`src/rtl/icp_pkg.sv`:
```
// Package for the IFF chunk stream parser: result type, codes and constants.
`timescale 1ns / 1ps
`default_nettype none

package icp_pkg;

	localparam int OFFSET_BITS_DEF = 32;

	localparam logic [1:0] KIND_HEADER = 2'd0;
	localparam logic [1:0] KIND_CHUNK  = 2'd1;
	localparam logic [1:0] KIND_REJECT = 2'd2;

	// Four-character ids, first byte in bits 7:0
	localparam logic [31:0] TAG_FORM = 32'h4D524F46;
	localparam logic [31:0] TAG_LIST = 32'h5453494C;
	localparam logic [31:0] TAG_CAT  = 32'h20544143;

	localparam logic [31:0] HDR_OFFSET_FULL  = 32'd12;
	localparam logic [31:0] HDR_OFFSET_SHORT = 32'd8;

	typedef struct packed {
		logic [1:0]  kind;
		logic [31:0] tag;
		logic [31:0] size;
		logic [31:0] form_type;
		logic        has_form_type;
		logic [31:0] data_offset;
	} icp_result_t;

endpackage

`default_nettype wire

```
`src/rtl/icp_parse.sv`:
```
// Byte-wise IFF parse state and combinational result decode.
`timescale 1ns / 1ps
`default_nettype none

module icp_parse import icp_pkg::*; #(
	parameter int OFFSET_BITS = OFFSET_BITS_DEF
) (
	input  wire logic        clk,
	input  wire logic        arst_n,
	input  wire logic        accept,
	input  wire logic [7:0]  data_byte,
	input  wire logic        last_byte,
	output icp_result_t      res,
	output logic             res_valid
);

	typedef enum logic [1:0] {
		PH_HEADER,
		PH_CHUNK,
		PH_SKIP,
		PH_IGNORE
	} phase_t;

	phase_t                 phase_q,   phase_d;
	logic [3:0]             cnt_q,     cnt_d;
	logic [31:0]            tag_q,     tag_d;
	logic [31:0]            size_q,    size_d;
	logic [31:0]            hdr_tag_q, hdr_tag_d;
	logic [OFFSET_BITS-1:0] off_q,     off_next;
	logic [32:0]            skip_q,    skip_d;

	logic [31:0] tag_shifted;
	logic [31:0] size_shifted;
	logic [32:0] skip_dec;
	logic [63:0] next_ext;

	assign tag_shifted  = {data_byte, tag_q[31:8]};
	assign size_shifted = {size_q[23:0], data_byte};
	assign skip_dec     = skip_q - 33'd1;
	assign off_next     = off_q + {{(OFFSET_BITS-1){1'b0}}, 1'b1};
	assign next_ext     = 64'(off_next);

	always_comb begin
		phase_d   = phase_q;
		cnt_d     = cnt_q;
		tag_d     = tag_q;
		size_d    = size_q;
		hdr_tag_d = hdr_tag_q;
		skip_d    = skip_q;
		res_valid = 1'b0;
		res       = '0;

		case (phase_q)
			PH_HEADER: begin
				if (cnt_q < 4'd4 || cnt_q >= 4'd8) begin
					tag_d = tag_shifted;
				end else begin
					size_d = size_shifted;
				end
				if (cnt_q == 4'd3) begin
					hdr_tag_d = tag_shifted;
					tag_d     = '0;
					cnt_d     = 4'd4;
					if (tag_shifted != TAG_FORM && tag_shifted != TAG_LIST &&
							tag_shifted != TAG_CAT) begin
						res_valid = 1'b1;
						res.kind  = KIND_REJECT;
						res.tag   = tag_shifted;
						phase_d   = PH_IGNORE;
					end
				end else if (cnt_q >= 4'd11) begin
					res_valid         = 1'b1;
					res.kind          = KIND_HEADER;
					res.tag           = hdr_tag_q;
					res.size          = size_q;
					res.form_type     = tag_shifted;
					res.has_form_type = 1'b1;
					res.data_offset   = HDR_OFFSET_FULL;
					phase_d           = PH_CHUNK;
					cnt_d             = '0;
					tag_d             = '0;
					size_d            = '0;
				end else begin
					// file ends before the type tag is complete: header without type
					if (last_byte && cnt_q >= 4'd7) begin
						res_valid       = 1'b1;
						res.kind        = KIND_HEADER;
						res.tag         = hdr_tag_q;
						res.size        = size_d;
						res.data_offset = HDR_OFFSET_SHORT;
					end
					cnt_d = cnt_q + 4'd1;
				end
			end
			PH_CHUNK: begin
				if (cnt_q < 4'd4) begin
					tag_d = tag_shifted;
				end else begin
					size_d = size_shifted;
				end
				if (cnt_q >= 4'd7) begin
					res_valid       = 1'b1;
					res.kind        = KIND_CHUNK;
					res.tag         = tag_q;
					res.size        = size_shifted;
					res.data_offset = next_ext[31:0];
					// body plus pad byte on odd size
					skip_d  = {1'b0, size_shifted} + {32'd0, size_shifted[0]};
					phase_d = (size_shifted != 32'd0) ? PH_SKIP : PH_CHUNK;
					cnt_d   = '0;
					tag_d   = '0;
					size_d  = '0;
				end else begin
					cnt_d = cnt_q + 4'd1;
				end
			end
			PH_SKIP: begin
				if (skip_q != 33'd0) begin
					skip_d = skip_dec;
				end
				if (skip_q == 33'd0 || skip_dec == 33'd0) begin
					phase_d = PH_CHUNK;
				end
			end
			default: begin
			end
		endcase
	end

	always_ff @(posedge clk or negedge arst_n) begin
		if (!arst_n) begin
			phase_q   <= PH_HEADER;
			cnt_q     <= '0;
			tag_q     <= '0;
			size_q    <= '0;
			hdr_tag_q <= '0;
			off_q     <= '0;
			skip_q    <= '0;
		end else if (accept) begin
			if (last_byte) begin
				phase_q   <= PH_HEADER;
				cnt_q     <= '0;
				tag_q     <= '0;
				size_q    <= '0;
				hdr_tag_q <= '0;
				off_q     <= '0;
				skip_q    <= '0;
			end else begin
				phase_q   <= phase_d;
				cnt_q     <= cnt_d;
				tag_q     <= tag_d;
				size_q    <= size_d;
				hdr_tag_q <= hdr_tag_d;
				off_q     <= off_next;
				skip_q    <= skip_d;
			end
		end
	end

endmodule

`default_nettype wire

```
`src/rtl/icp_out_fifo.sv`:
```
// Two-entry result queue that decouples the parser from the output channel.
`timescale 1ns / 1ps
`default_nettype none

module icp_out_fifo import icp_pkg::*; (
	input  wire logic         clk,
	input  wire logic         arst_n,
	input  wire logic         wr_en,
	input  wire icp_result_t  wr_data,
	output logic              not_full,
	output logic              rd_valid,
	input  wire logic         rd_ready,
	output icp_result_t       rd_data
);

	icp_result_t mem_q [2];
	logic        wr_ptr_q;
	logic        rd_ptr_q;
	logic [1:0]  count_q;
	logic        rd_en;

	assign not_full = (count_q != 2'd2);
	assign rd_valid = (count_q != 2'd0);
	assign rd_en    = rd_valid && rd_ready;
	assign rd_data  = mem_q[rd_ptr_q];

	always_ff @(posedge clk) begin
		if (wr_en) begin
			mem_q[wr_ptr_q] <= wr_data;
		end
	end

	always_ff @(posedge clk or negedge arst_n) begin
		if (!arst_n) begin
			wr_ptr_q <= 1'b0;
			rd_ptr_q <= 1'b0;
			count_q  <= '0;
		end else begin
			if (wr_en) begin
				wr_ptr_q <= ~wr_ptr_q;
			end
			if (rd_en) begin
				rd_ptr_q <= ~rd_ptr_q;
			end
			case ({wr_en, rd_en})
				2'b10:   count_q <= count_q + 2'd1;
				2'b01:   count_q <= count_q - 2'd1;
				default: count_q <= count_q;
			endcase
		end
	end

endmodule

`default_nettype wire

```
`src/rtl/iff_chunk_stream_parser.sv`:
```
// Top level of the IFF chunk stream parser.
// Results pass through the registered two-entry result queue to the output.
// Throughput: one byte per cycle; the two-entry result queue keeps bytes flowing
// while a result waits, and in_ready drops only when both entries are held.
// Reset: arst_n clears parse state and the queue; the parser also returns to its
// start state after each transfer that carries last_byte.
`timescale 1ns / 1ps
`default_nettype none

module iff_chunk_stream_parser import icp_pkg::*; #(
	parameter int OFFSET_BITS = OFFSET_BITS_DEF
) (
	input  wire logic        clk,
	input  wire logic        arst_n,
	input  wire logic        in_valid,
	output logic             in_ready,
	input  wire logic [7:0]  data_byte,
	input  wire logic        last_byte,
	output logic             out_valid,
	input  wire logic        out_ready,
	output logic [1:0]       kind,
	output logic [31:0]      tag,
	output logic [31:0]      size,
	output logic [31:0]      form_type,
	output logic             has_form_type,
	output logic [31:0]      data_offset
);

	logic        accept;
	logic        res_valid;
	icp_result_t res;
	icp_result_t head;

	assign accept = in_valid && in_ready;

	icp_parse #(
		.OFFSET_BITS(OFFSET_BITS)
	) u_parse (
		.clk       (clk),
		.arst_n    (arst_n),
		.accept    (accept),
		.data_byte (data_byte),
		.last_byte (last_byte),
		.res       (res),
		.res_valid (res_valid)
	);

	icp_out_fifo u_out_fifo (
		.clk      (clk),
		.arst_n   (arst_n),
		.wr_en    (accept && res_valid),
		.wr_data  (res),
		.not_full (in_ready),
		.rd_valid (out_valid),
		.rd_ready (out_ready),
		.rd_data  (head)
	);

	assign kind          = head.kind;
	assign tag           = head.tag;
	assign size          = head.size;
	assign form_type     = head.form_type;
	assign has_form_type = head.has_form_type;
	assign data_offset   = head.data_offset;

endmodule

`default_nettype wire

```
`config.mk`:
```
export PLATFORM = sky130hd
export DESIGN_NAME = iff_chunk_stream_parser
export DESIGN_NICKNAME = d
export VERILOG_FILES = /design/src/rtl/icp_pkg.sv /design/src/rtl/icp_parse.sv /design/src/rtl/icp_out_fifo.sv /design/src/rtl/iff_chunk_stream_parser.sv
export SDC_FILE = /design/constraint.sdc
export NUM_CORES = 1
export LEC_CHECK = 0
export ABC_CLOCK_PERIOD_IN_PS = 7500
export BUFFER_PORTS_ARGS = -buffer_cell sky130_fd_sc_hd__buf_2
export CORE_MARGIN = 4
export CORE_UTILIZATION = 45
export DETAILED_ROUTE_END_ITERATION = 7
export PLACE_DENSITY_LB_ADDON = 0.12
export SETUP_SLACK_MARGIN = 0.5
export SYNTH_ARGS = -nofsm -noshare
export SYNTH_HDL_FRONTEND = slang
export SYNTH_HIERARCHICAL = 1
export SYNTH_SLANG_ARGS = --single-unit
```
`constraint.sdc`:
```
create_clock -name clk -period 7.5 [get_ports clk]
set_input_delay 0.75 -clock clk [delete_from_list [all_inputs] [get_ports clk]]
set_output_delay 0.75 -clock clk [all_outputs]
set_load 0.02 [all_outputs]
```
[After elaboration in Yosys (flattened, before gate mapping)]
Memories as Yosys holds them, arrays and structs flattened.
Index checks and enable logic that the tools add are counted.
Storage, ports and cells
  flip-flop bits (word level): 171
  bits in writable memories: 262
  output and inout port bits: 133
  logic and storage cells: 123
  memories: 1
Operators by class
  add/sub/neg operators: 6
  order comparisons: 4
  equality and inequality tests: 17
  mux-type cells: 57
  bitwise logic cells: 2
  reduce and logical (&&, ||, !) cells: 26
Memories
  u_out_fifo.mem_q: words 2, width 131, rd ports 1, clocked after Yosys merged registers in 0, write ports 1, RTL line icp_out_fifo.sv:16  | icp_result_t mem_q [2];
Operators by type and width (number)
  $mux W32: 18
  $pmux W32 S2: 3
  $mux W33: 5
  $pmux W66 S2: 1
  $mux W97: 1
  $mux W34: 2
  $logic_not A33 Y1: 2
  $mux W66: 1
  $pmux W33 S2: 1
  $mux W65: 1
  $mux W64: 1
  $ne A32 B31 Y1 const B: 2
  $add A32 B1 Y33: 1
  $reduce_bool A33 Y1: 1
  $sub A33 B1 Y33 const B: 1
  $add A32 B1 Y32 const B: 1
  $ne A32 B30 Y1 const B: 1
  $reduce_bool A32 Y1: 1
  $mux W4: 5
  $mux W2: 7
  $ne A3 B2 Y1 const B: 3
  $ge A4 B4 Y1 const B: 2
  $ne A4 B2 Y1 const B: 2
  $pmux W4 S2: 1
  27 further kinds: 48

[Longest topological paths before layout]
Gate-level depths: netlist of run 1.
  depth in word-level cells: 9
  mapped depth: 14
  depth with buffers taken out: 14

[Hierarchy]
Netlist of run 1, hierarchy kept.
Modules (own cells, without submodules)
  icp_parse: instances 1, cells each 1359, area each 11284.6 µm², seq. area each 4179.0 µm²
  icp_out_fifo: instances 1, cells each 425, area each 9977.1 µm², seq. area each 7967.6 µm²
  iff_chunk_stream_parser: instances 1, cells each 2, area each 12.5 µm², seq. area each 0.0 µm²

[Worst setup path before layout of run 1]
Ideal clock, no wire load.
  kind: input port to flip-flop
  start: input port last_byte
  end: memory u_out_fifo/mem_q[0][0] in the netlist's numbering, enable pin
  setup time: 0.624 ns
  data arrival time: 7.462 ns
  data required time: 6.876 ns
  path slack: -0.586 ns
  cell stages on the path: 8
  path buffers: 2
  path through: clkbuf_1 > clkbuf_1 > nand2_1 > a21oi_1 > or3_1 > and3_1 > inv_1 > nor2_1
On the way
  longest elaborated chain between the ends: 8
RTL lines
  from (decl): RTL line iff_chunk_stream_parser.sv:18  | input wire logic last_byte,
  $logic_and A1 B1 Y1: RTL line icp_parse.sv:85  | if (last_byte && cnt_q >= 4'd7) begin
  $mux W1: RTL line icp_parse.sv:85
  $mux W1: RTL line icp_parse.sv:71  | end else if (cnt_q >= 4'd11) begin
  $mux W1: RTL line icp_parse.sv:60  | if (cnt_q == 4'd3) begin
  $pmux W1 S2: RTL line icp_parse.sv:53  | case (phase_q)
  via res_valid: RTL line iff_chunk_stream_parser.sv:30  | logic res_valid;
  $logic_and A1 B1 Y1: RTL line iff_chunk_stream_parser.sv:51  | .wr_en (accept && res_valid),
  $mux W1: RTL line icp_out_fifo.sv:28  | if (wr_en) begin
  $mux W1 (implied by the code): RTL line icp_out_fifo.sv:29  | mem_q[wr_ptr_q] <= wr_data;
  to (decl): RTL line icp_out_fifo.sv:16
The timed path passes the listed nets, and every way through them passes these cells.

[Worst setup path after layout of run 1]
  start: register u_parse.cnt_q[0]
  end: memory u_out_fifo/mem_q[1][96] in the netlist's numbering, enable pin
On the way
  longest elaborated chain between the ends: 9
  elaborated cells on any way between the ends: 12
  classes of those cells: order compare (2); eq/ne (1); mux (7); reduce/logical (2)
RTL lines
  from (decl): RTL line icp_parse.sv:25  | logic [3:0] cnt_q, cnt_d;
  from (signal assigned): RTL line icp_parse.sv:150  | cnt_q <= cnt_d;
  $ge A4 B3 Y1: RTL line icp_parse.sv:85, icp_parse.sv:101
  $logic_and A1 B1 Y1: RTL line icp_parse.sv:85
  $mux W1: RTL line icp_parse.sv:85
  $mux W1: RTL line icp_parse.sv:71
  $mux W1: RTL line icp_parse.sv:60
  $pmux W1 S2 *: RTL line icp_parse.sv:53
  via res_valid: RTL line iff_chunk_stream_parser.sv:30
  $logic_and A1 B1 Y1 *: RTL line iff_chunk_stream_parser.sv:51
  $mux W1 *: RTL line icp_out_fifo.sv:28
  $mux W1 (implied by the code) *: RTL line icp_out_fifo.sv:29
Mark *: on every way through the listed nets, which the timed path passes. The rest lies on a longest branch.

==> results of run 1 <==
power by group:
group	internal, mW	switching [mW]	total, mW
clock network	1.33	0.937	2.27
registers	2.84	0.547	3.39
logic	1.18	1.79	2.97
final timing paths:
check	to	depth (start not counted)	start	slack, ns
worst max-delay path	u_out_fifo/mem_q[1][96]	10	u_parse/cnt_q[0]	2.92
worst min-delay path	u_parse/off_q[16]	1	arst_n	0.23
worst max register to register	u_out_fifo/mem_q[1][96]	10	u_parse/cnt_q[0]	2.92
worst min register to register	u_parse/hdr_tag_q[24]	2	u_parse/hdr_tag_q[24]	0.48
max in group asynchronous	u_parse/hdr_tag_q[20]	3	arst_n	5.41
min in group clk	u_parse/hdr_tag_q[24]	2	u_parse/hdr_tag_q[24]	0.48
state kept, by name, summed over array words and instances (netlist names):
name	flops
u_parse/off_q	32
u_out_fifo/mem_q	262
u_parse/hdr_tag_q	32
u_out_fifo/count_q	2
u_parse/cnt_q	4
u_out_fifo/wr_ptr_q	1
u_parse/size_q	32
u_out_fifo/rd_ptr_q	1
u_parse/tag_q	32
u_parse/skip_q	33
u_parse/phase_q	2
cells by family (layout without fill, tap and decap cells):
family          Yosys count  in the layout  share of synthesized area
mux                     133            133                    0.08446
flops                   433            433                     0.5710
fa+ha+maj                11             11                   0.006469
buf+inv                 209            313                    0.04158
xor+xnor                 71             71                    0.02923
simple gates            492            492                     0.1209
compound gates          437            437                     0.1464
critical path, delay by kind of cell (launching register included):
family	cells	cell delay, ns
buf+inv	2	1.14
flops	1	0.39
simple gates	7	2.45
fa+ha+maj	1	0.16
layer usage:
layer | share of wire | track usage | vias up
li1 | - | - | 6835
met1 | 0.43 | 0.2924 | 7336
met2 | 0.49 | 0.3489 | 471
met3 | 0.053 | 0.03504 | 82
met4 | 0.028 | 0.06165 | 0
met5 | 0 | 0 | -
cell usage after synthesis (22+ instances only):
| cell | n | area share |
|---|---|---|
| o31ai_1 | 22 | 0.0078 |
| a22oi_1 | 33 | 0.012 |
| nand2_1 | 132 | 0.023 |
| mux2_4 | 80 | 0.056 |
| nand4_1 | 22 | 0.0065 |
| nand2b_1 | 26 | 0.0076 |
| mux2_2 | 52 | 0.028 |
| clkbuf_1 | 115 | 0.020 |
| nor2_1 | 86 | 0.015 |
| o21ai_0 | 140 | 0.033 |
| xnor2_1 | 48 | 0.020 |
| a21oi_1 | 34 | 0.0080 |
| nor3_1 | 38 | 0.0089 |
| inv_1 | 54 | 0.0095 |
| nor4_1 | 23 | 0.0068 |
| a22o_1 | 114 | 0.047 |
| edfxtp_1 | 262 | 0.37 |
| xor2_1 | 23 | 0.0095 |
| dfrtp_1 | 171 | 0.20 |
| and2_1 | 41 | 0.012 |
| and3_1 | 26 | 0.0076 |
| a222oi_1 | 32 | 0.015 |
| nand3_1 | 29 | 0.0068 |
cell type report:
type / count / area share
flip-flops and latches: 433 / 0.5091
multi-input cells: 1144 / 0.3485
clock buffers: 56 / 0.05248
repair buffers: 170 / 0.03853
well taps: 607 / 0.03182
clock inverters: 31 / 0.01075
inverters: 56 / 0.008808
==> flow_summary.yaml, run 1 <==
run_status:
  outcome: "finished clean"
power_and_ir_drop:
  finalPower_mw: 8.623
  p_leak_nw: 9.519
  p_per_area_nw_per_um2: 361.3
  max-vdd-ir-drop_uv: 165.5
placement:
  pre_cts_ws_ns: 2.738
  routabilityCongestion: 0.8479
  dp.cells: 2410
  place_area_um2: 22360
  dp_hpwl_um: 35130
  numPortBuffers: 145
synth:
  syn_area_um2: 21270
  synthesis.nets: 1810
  synth-seq-area-share: 0.5710
  synth_edf_count: 262
  synth-seq-cells: 433
  yosysUniqueCellTypes: 72
  synthCells: 1786
  synthArstFlopShare: 0.3949
  ys.warnings.count: 6
  ys.flop_type: "edfxtp_1"
  synth_area_per_cell_um2: 11.91
clock_tree:
  cts_resized: 0
  cts_max_level: 2
  clk_latency_ns: 0.57
  cts_tree: "done"
  cts-root-buf: "clkbuf_16"
  ctsHoldBuffers: 0
  cts_setup_buffers: 0
  clk_pin_slew_ns: 0.06
  cts_sinks: 433
  cts_made_buffers: 47
  cts_buffer_depth: 3
critical_path:
  crit_type: "reg -> reg"
  critPathCaptureType: "flop"
  worstPathCellList: "ha_1 -> buf_4 -> nand2b_1 -> or2_2 -> nor2_1 -> and2_1 -> or3_1 -> and3_1 -> and2_4 -> buf_4"
  critPathRequiredTime_ns: 7.69
  arrival_ns: 4.77
  path_max_fanout: 75
  critPathMaxStageDelay_ns: 0.91
  cpMostUsedCell: "buf_4"
  worst_setup_path_start_kind: "flop"
  crit_slowest_cell: "and2_4"
timing:
  fin_skew_ns: 0.01343
  setup-violations-final: 0
  worst_pin_slew_ns: 1.219
  slew_violations: 0
  maxSlewHeadroom: 0.1871
  min_period_ns: 4.583
  rsz0062_at_grt: "no"
  finalHoldViolations: 0
  finalSetupTns_ns: 0
  setup_ws_ns: 2.917
  clock.fmax_mhz: 218.2
  finalCritPeriodShare: 0.6110
  holdWs_ns: 0.2283
drt:
  ant_nets: 0
  viasPerCell: 5.897
  first_iter_violations: 1384
  wl_per_cell_um: 22.01
  num_vias: 14720
  route.detailed.drc: 0
  routed_wl_um: 54950
  first_pass_iters: 6
layout:
  diodes: 0
  mostFrequentLayoutCells: "edfxtp_1 (262), dfrtp_1 (170), buf_2 (144)"
  area_growth_pct: 12.18
  design_area_um2: 23870
  nFillCells: 4092
  final_util: 0.5115
  multi_input_comb_area_um2: 8317
  regArea_um2: 12150
  layout.nets: 1876
  layout-drive-gt1-share: 0.2148
  final_common_cell: "edfxtp_1"
  final_cells: 2497
global_route:
  antenna_found_initial: 0
  grt_overflow: 0
  grt_pass1_wl_um: 85460
  grt_max_degree: 79
  grt_util_all_layers: 0.2120
  grt_pass1_vias: 14300
floorplan:
  core_um2: 46650
  fp-row-count: 79
  boundaryPins: 146
  start_util: 0.4560
  dieArea_um2: 50820
  die_y_um: 225.4
  fp.dieW_um: 225.4
flow_run:
  drv_cap: 0
hold_path:
  hold_class: "in -> async"
No activity file was read; power rests on OpenSTA's default activity.
==> run 2, diff against run 1 <==
--- a/config.mk
+++ b/config.mk
@@ -5,7 +5,7 @@
 export SDC_FILE = /design/constraint.sdc
 export NUM_CORES = 1
 export LEC_CHECK = 0
-export ABC_CLOCK_PERIOD_IN_PS = 7500
+export ABC_CLOCK_PERIOD_IN_PS = 4019
 export BUFFER_PORTS_ARGS = -buffer_cell sky130_fd_sc_hd__buf_2
 export CORE_MARGIN = 4
 export CORE_UTILIZATION = 45
==> constraint.sdc (replaced) <==
create_clock -name clk -period 4.02 [get_ports clk]
set_input_delay 0.402 -clock clk [delete_from_list [all_inputs] [get_ports clk]]
set_output_delay 0.402 -clock clk [all_outputs]
set_load 0.02 [all_outputs]
==> flow_summary.yaml, run 2 (synthesis results as in run 1) <==
layout:
  mostFrequentLayoutCells: "edfxtp_1 (262), dfrtp_1 (170), buf_2 (144)"
  nFillCells: 4074
  largest-register: "u_out_fifo/mem_q"
  final_common_cell: "edfxtp_1"
  layout.nets: 1907
  largest_reg_flops: 262
  reg_top3: "u_out_fifo/mem_q x262, u_parse/skip_q x33"
  layout-drive-gt1-share: 0.2297
  diodes: 0
  area_growth_pct: 13.94
global_route:
  grt_max_degree: 83
  grt_overflow: 0
  top_usage_layer: "met2"
  grtUsageMet2: 0.3534
  grt_pass1_wl_um: 86130
  grt_util_all_layers: 0.2120
  gr-usage-met1: 0.2968
  use_met3: 0.03139
  antenna_found_initial: 0
  grt_pass1_vias: 14690
timing:
  finalSetupTns_ns: 0
  holdWs_ns: 0.1676
  fin_skew_ns: 0.009323
  setup_ws_ns: 0.6080
  rsz0062_at_grt: "no"
  finalCritPeriodShare: 0.8487
  maxSlewHeadroom: 0.3391
  finalHoldViolations: 0
  min_period_ns: 3.412
  setup-violations-final: 0
  clock.fmax_mhz: 293.1
  slew_violations: 0
  worst_pin_slew_ns: 0.9890
placement:
  pre_cts_ws_ns: 0.2719
  routabilityCongestion: 0.8324
  numPortBuffers: 145
  dp_hpwl_um: 35380
power_and_ir_drop:
  max-vdd-ir-drop_uv: 247.1
  finalPower_mw: 16.26
  p_leak_nw: 9.705
  p_per_area_nw_per_um2: 670.9
drt:
  routed_wl_um: 54550
  first_pass_iters: 8
  viasPerCell: 5.900
  ant_nets: 0
  num_vias: 14910
  wl_per_cell_um: 21.59
  first_iter_violations: 1488
  route.detailed.drc: 1
clock_tree:
  cts-root-buf: "clkbuf_16"
  clk_pin_slew_ns: 0.06
  cts_buffer_depth: 3
  cts_sinks: 433
  cts_made_buffers: 46
  cts_resized: 0
  cts_max_level: 2
  cts_setup_buffers: 0
  cts_tree: "done"
  clk_latency_ns: 0.57
floorplan:
  core_um2: 46650
  die_y_um: 225.4
  start_util: 0.4560
  boundaryPins: 146
  dieArea_um2: 50820
  fp-row-count: 79
  fp.dieW_um: 225.4
critical_path:
  critPathCaptureType: "flop"
  path_max_fanout: 41
  arrival_ns: 3.72
  critPathRequiredTime_ns: 4.33
  worst_setup_path_start_kind: "flop"
  crit_type: "reg -> reg"
hold_path:
  hold_class: "in -> reg"
run_status:
  outcome: "finished with violations"
  failed_checks: "DRC"
flow_run:
  drv_cap: 0
-- run 2: cell types whose count changed in the layout (fill, tap and decap cells not counted), moves of 2 or more --
cell      change
buf_12        +8
buf_4        +23
ha_2          +2
o21ai_1       +2
o21ai_0       -2
clkinv_2      -8
clkbuf_8      +5
ha_1          -2
-- run 2: what timing repair did --
item | in CTS | in global routing
setup endpoints to repair | 0 | 0
hold buffers | 1 | 0
hold endpoints to repair | 64 | 0
-- run 2: metrics by stage --
stage / utilization / cells / area (µm²)
floorplan: - / 1786 / 21320
global placement: 0.4866 / 2441 / 22700
detailed placement: 0.4866 / 2441 / 22700
CTS: 0.5196 / 2527 / 24240
global route: 0.5196 / 2527 / 24240
finish: 0.5196 / 2527 / 24240
-- run 2: final timing paths --
path | start | endpoint | slack [ns] | depth (start not counted)
setup / recovery | u_parse/tag_q[9] | u_out_fifo/mem_q[1][85] | 0.61 | 9
min in group asynchronous | arst_n | u_parse/off_q[13] | 0.40 | 2
hold reg to reg | u_parse/hdr_tag_q[24] | u_parse/hdr_tag_q[24] | 0.48 | 2
setup reg to reg | u_parse/tag_q[9] | u_out_fifo/mem_q[1][85] | 0.61 | 9
max in group asynchronous | arst_n | u_parse/hdr_tag_q[17] | 2.68 | 3
hold / removal | out_ready | u_out_fifo/rd_ptr_q | 0.17 | 3
-- run 2: worst max-delay path, stage by stage (launching register included) --
cell	delay (ns)
dfrtp_1	0.49
or4bb_1	0.52
or4_1	0.47
a21oi_1	0.19
o21ai_1	0.11
and2_4	0.18
or3_1	0.38
and3_4	0.20
and2_4	0.30
buf_12	0.26
-- run 2: layer usage --
layer / up-vias / share of wire
met5: - / 0
met4: 0 / 0.020
met3: 83 / 0.048
met2: 404 / 0.49
met1: 7509 / 0.44
li1: 6913 / -
-- run 2: power by group --
part           internal, mW  switching [mW]
Clock                  2.51            1.76
Combinational          2.35            3.39
Sequential             5.29           0.957
-- run 2: area by class of cell --
| type | count | area, µm² | share of cell area |
|---|---|---|---|
| well taps | 607 | 759.5 | 0.03133 |
| clock buffers | 61 | 1325 | 0.05466 |
| inverters | 56 | 210.2 | 0.008671 |
| clock inverters | 24 | 203.9 | 0.008413 |
| repair buffers | 202 | 1262 | 0.05208 |
| multi-input cells | 1144 | 8329 | 0.3436 |
| flip-flops and latches | 433 | 12150 | 0.5012 |
